<file path="config.mk">
export PLATFORM = sky130hd
export DESIGN_NAME = bba_ram
export DESIGN_NICKNAME = d
export VERILOG_FILES = /design/src/hw/rtl/bba_ram.sv
export SDC_FILE = /design/constraint.sdc
export NUM_CORES = 2
export LEC_CHECK = 0
export ABC_AREA = 0
export BUFFER_PORTS_ARGS = -buffer_cell sky130_fd_sc_hd__buf_2
export CAP_MARGIN = 20
export CORE_MARGIN = 1
export CORE_UTILIZATION = 50
export DETAILED_ROUTE_END_ITERATION = 8
export PLACE_DENSITY = 0.67
export SYNTH_ARGS = -nofsm -noshare
export SYNTH_HDL_FRONTEND = slang
export SYNTH_SLANG_ARGS = --single-unit
</file>
<file path="constraint.sdc">
create_clock -name clk -period 3.53 [get_ports clk]
set_input_delay 0.1765 -clock clk [delete_from_list [all_inputs] [get_ports clk]]
set_output_delay 0.1765 -clock clk [all_outputs]
set_load 0.05 [all_outputs]
</file>
<file path="src/hw/rtl/bba_ram.sv">
module bba_ram #(
    parameter int WIDTH = 8,
    parameter int DEPTH = 512
) (
    input  logic                     clk,
    input  logic                     we,
    input  logic [$clog2(DEPTH)-1:0] waddr,
    input  logic [WIDTH-1:0]         wdata,
    input  logic [$clog2(DEPTH)-1:0] raddr,
    output logic [WIDTH-1:0]         rdata
);

    logic [WIDTH-1:0] mem_reg [DEPTH];
    logic [WIDTH-1:0] rdata_reg;

    always_ff @(posedge clk)
    begin
        if (we)
        begin
            mem_reg[waddr] <= wdata;
        end
        rdata_reg <= mem_reg[raddr];
    end

    assign rdata = rdata_reg;

endmodule
</file>
Word-level counts from Yosys, hierarchy flattened
Memory sizes are Yosys's and may differ from the RTL's. A register that Yosys moved wholly into a read port is not among the register bits. Index checks and enable logic that the tools add are counted. Widths: inputs -> output; s select.

Multipliers: 0. Shift operators: 0. Muxes and demuxes: 2. Bitwise gates (word level): 0. Reductions and logical operators: 0. Eq/ne operators: 0. Add/subtract/negate cells: 0. Order comparisons: 0. Divide/modulo/power cells: 0.

Operators with widths (number): $mux 1 (2).

Input port bits: 28. RAM bits: 4096. Logic and storage cells: 3. Flip-flop bits (word level): 0. ROM bits: 0. Memories kept: 1. Latch bits: 0.

Memories: mem_reg (depth 512, width 8, rd ports 1, clocked after memory_dff 1, write ports 1, line 13) `logic [WIDTH-1:0] mem_reg [DEPTH];`.

Longest topological paths before layout
Depth in word-level cells: 2. Gate-level depth with buffers: 12.

Worst setup path after synthesis
Ideal clock, no wire load.

Kind: input to register. Start: input port raddr[0]. End: register rdata_reg[0] (netlist: rdata[0]), read port of mem_reg. Arrival: 2031 ps. Data required time: 3412 ps. Setup time: 118 ps. Cell stages on the path: 10. Path slack: 1382 ps. Cells stage by stage: buf_4 > buf_12 > buf_12 > buf_2 > mux4_2 > o21ai_0 > nand3_1 > nand4_1 > o21ai_0 > o2111a_1.

RTL lines: start: declaration (line 9) `input logic [$clog2(DEPTH)-1:0] raddr,`; end: declaration (line 14) `logic [WIDTH-1:0] rdata_reg;`.

==> impl_summary.log <==
[metrics] result of the run: completed
[metrics] aggregate negative setup slack: 0 ns
[metrics] EDFF count, synth: 4096
[metrics] count of hold buffers inserted by post-cts repair: 9
[metrics] #FFs+latches synth: 4104
[metrics] count of nets left with antenna violations after detail routing: 0
[metrics] Seq/Total Area, Yosys: ~77%
[metrics] post-synthesis cell type with the largest combined area: edfxtp_1
[metrics] count of buffering cells on the critical path with inverters included: 2
[metrics] cell area after synthesis: about 160000 µm²
[metrics] post-synthesis average cell area: between 15 and 20 µm²
[metrics] number of buffers between clock root and the deepest sink: 4
[metrics] P_int: between 70000 and 80000 µW
[metrics] count of max-cap constraint violations: 0
[metrics] part of the power in the clock network: about two fifths
[metrics] clk sink count: roughly 4.1k
[metrics] Max Transition Viols Final: 0
[metrics] Port Buf Inserts: 35
[metrics] detailed-placement wirelength estimate: between 200000 and 300000 µm
[metrics] Max transition margin: 10.7%
[metrics] final-report hold violation count: 0
[metrics] first-pass GRT wire length: between 500000 and 600000 µm
[metrics] iteration count of the initial detailed-routing pass: 9
[metrics] Placed Instances: roughly 12k
[metrics] Highest Clock Rate: around 300 MHz
[metrics] slack of the worst reg-to-reg path: ~0.28 ns
[metrics] fraction of power spent switching nets: 21.7%
[metrics] Resized cells post-CTS: 0
[metrics] post-synthesis cell count: approximately 8k
[metrics] required time of the worst setup path: ~4.5 ns
[metrics] global routing usage summed across all routing layers: approximately a quarter
[metrics] crit-path cells: mux2i_1, o221ai_1, a21oi_1, nor4_1, buf_4, nand4_1, nor4_1, buf_4, o2111a_1
[metrics] total congestion overflow: 0
[metrics] CP startpoint kind: flip-flop
[metrics] static leakage: a little under 0.06 µW
[metrics] number of flip-flops in the largest register: around 4.1k
[metrics] worst vdd ir: roughly 0.45 mV
[metrics] insertion delay to the later sink of the worst-skew pair: roughly 0.99 ns
[metrics] biggest fanout along the worst timing path: 2
[metrics] cell at the root of the clock tree: clkbuf_16
[metrics] wirelength, routed: between 400000 and 500000 µm
[metrics] area fraction of the dominant cell type after synthesis: 76.9%
[metrics] Layout Area Growth over Synthesis: 13.5%
[metrics] via count: about 83k
[metrics] async set or reset register ratio after synthesis: 0%
[metrics] number of distinct library cell variants in the gate-level netlist after synthesis: between 50 and 60
[metrics] total power divided by cell area: roughly 560 nW/µm²
[metrics] CP max stage delay: between 0.6 and 0.7 ns
[metrics] cell with the largest stage delay on the worst path: nor4_1
[metrics] vias in the first global route: around 82k
[metrics] type of the worst setup path: reg2reg
[metrics] placer's final routability congestion estimate: slightly above 0.9
[metrics] post-DR vias/cell: 6.38
[metrics] layout cells sized above 1: between 20% and 30%
[metrics] main area contributors after synthesis: edfxtp_1 77%, mux4_2 9.2%, mux2i_1 5.0%, o221ai_1 2.0%, nor2_1 1.4%
[metrics] TritonCTS clock tree: done
[metrics] PnR Total Power: 101000 µW
[metrics] fraction of the cycle the final worst path needs: 92.1%
[metrics] antenna violations before repair: 25
[metrics] arrival time of the worst setup path: about 4.2 ns
[metrics] x dimension of the die: roughly 570 µm
[metrics] cts bufs inserted: a little over 400
[metrics] die height: ~570 µm
[metrics] classification of the worst-slack hold path: in2reg
[metrics] combinational share of power: 5.1%
[metrics] final period demand of the worst path: 3.25 ns
[metrics] post-layout utilization of the core: a little under three fifths
[metrics] worst clock skew: 0.0978 ns
[metrics] predominant post-synthesis flop cell: edfxtp_1
[metrics] Worst-Margin Slew: ~1.3 ns
[metrics] Fillers: 23.2k
[metrics] count of nets after finishing: between 8k and 9k
[metrics] part of the power in registers: between 50% and 60%
[metrics] number of standard cells in the layout, taps in and fillers out: approximately 13k
[metrics] switching power: between 20000 and 25000 µW
[metrics] cell with the most instances after synthesis: edfxtp_1
[metrics] Initial Util: about half
[metrics] average wire per cell in the routed design: about 32 µm
[metrics] CTS clock-pin slew for the worst setup and hold paths: 0.06 ns
[metrics] number of primary I/O pins: 36
[metrics] Mapped Nets: approximately 8k
[metrics] count of standard-cell rows: just over 200
[metrics] pin count of the biggest net entering global routing: between 150 and 200
[metrics] leading cell types by count after synthesis: 4096 x edfxtp_1, 797 x mux2i_1, 654 x mux4_2
[metrics] Die Area: 322000 µm²
[metrics] Yosys warning count: 0
[metrics] DRC errors left: 0
[metrics] unrepaired setup endpoints after global routing: false
[metrics] Critical Path Sink Type: flip-flop
[metrics] CORE AREA: roughly 320000 µm²
[metrics] cell family contributing the most delay on the critical path: simple AND/OR/NAND/NOR gates
[metrics] initial drt markers: about 12k
[metrics] number of H-tree branching levels: 5
[metrics] final setup violating endpoints: 0
[metrics] post-CTS setup buffer count: 0
==> metal layers <==
layer,vias up,global-route usage (%),part of all wire [%]
met3,784,4.50,10
li1,34500,-,-
met5,-,0,0.0065
met2,4577,39.7,47
met1,43500,35.9,39
met4,4,9.68,4.0
==> area by class of cell <==
class,instances,area [µm²],share of cell area [%]
Timing Repair Buffer,622,6060,3.34
Sequential cell,4104,123000,67.9
Clock inverter,256,2430,1.34
Inverter,3,18.8,0.0103
Multi-Input combinational cell,3410,34000,18.7
Tap cell,4180,5230,2.88
Antenna cell,16,40.0,0.0221
Clock buffer,497,10600,5.82
==> power by group through the flow <==
stage,clock (µW),sequential [µW],combinational (µW)
final,42200,53700,5120
after global placement,0,54800,5000
after CTS,42600,53700,5100
after global routing,44400,53700,5320
after detailed placement,0,54800,5080
after floorplan,0,54800,2550
==> placed cells by master, fill, tap and decap left out, types with 118 or more instances in the layout <==
| master | instances |
|---|---|
| edfxtp_1 | 4096 |
| mux2i_1 | 797 |
| mux4_2 | 654 |
| nor2_1 | 596 |
| buf_4 | 468 |
| clkbuf_16 | 409 |
| o221ai_1 | 371 |
| a21oi_1 | 194 |
| o22ai_1 | 163 |
| o21ai_0 | 118 |
==> logic make-up (layout without fill, tap and decap cells) <==
group	count (synthesis)	after routing	share of synthesized area, %
compound gates	979	979	4.31
simple gates	980	980	2.63
other cells	0	16	0
mux	1451	1451	14.2
flops	4104	4104	77.0
buf+inv	516	1378	1.85
==> through the flow <==
| step | setup WS (ns) | hold WS (ns) | area (µm²) |
|---|---|---|---|
| finish | 0.280 | 0.155 | 181000 |
| global route | 0.261 | 0.147 | 181000 |
| CTS | 0.469 | 0.0913 | 181000 |
| detailed placement | -0.335 | 0.584 | 168000 |
| global placement | -0.518 | 0.584 | 168000 |
| floorplan | 1.38 | 0.275 | 160000 |
==> tightest hold or removal path, cell delays in order <==
cell and delay (ns):
buf_2 0.12, nor3b_1 0.09, buf_4 0.18, nand2_4 0.14
nor2_1 0.18
==> worst paths after layout <==
kind / start / endpoint / cells past startpoint
hold reg to reg: mem_reg[155][0]$_DFFE_PP_ / rdata[0]$_DFF_P_ / 4
hold / removal: waddr[2] / mem_reg[225][1]$_DFFE_PP_ / 5
setup / recovery: mem_reg[41][0]$_DFFE_PP_ / rdata[0]$_DFF_P_ / 9
setup reg to reg: mem_reg[41][0]$_DFFE_PP_ / rdata[0]$_DFF_P_ / 9
No activity file was read; power rests on OpenSTA's default activity.
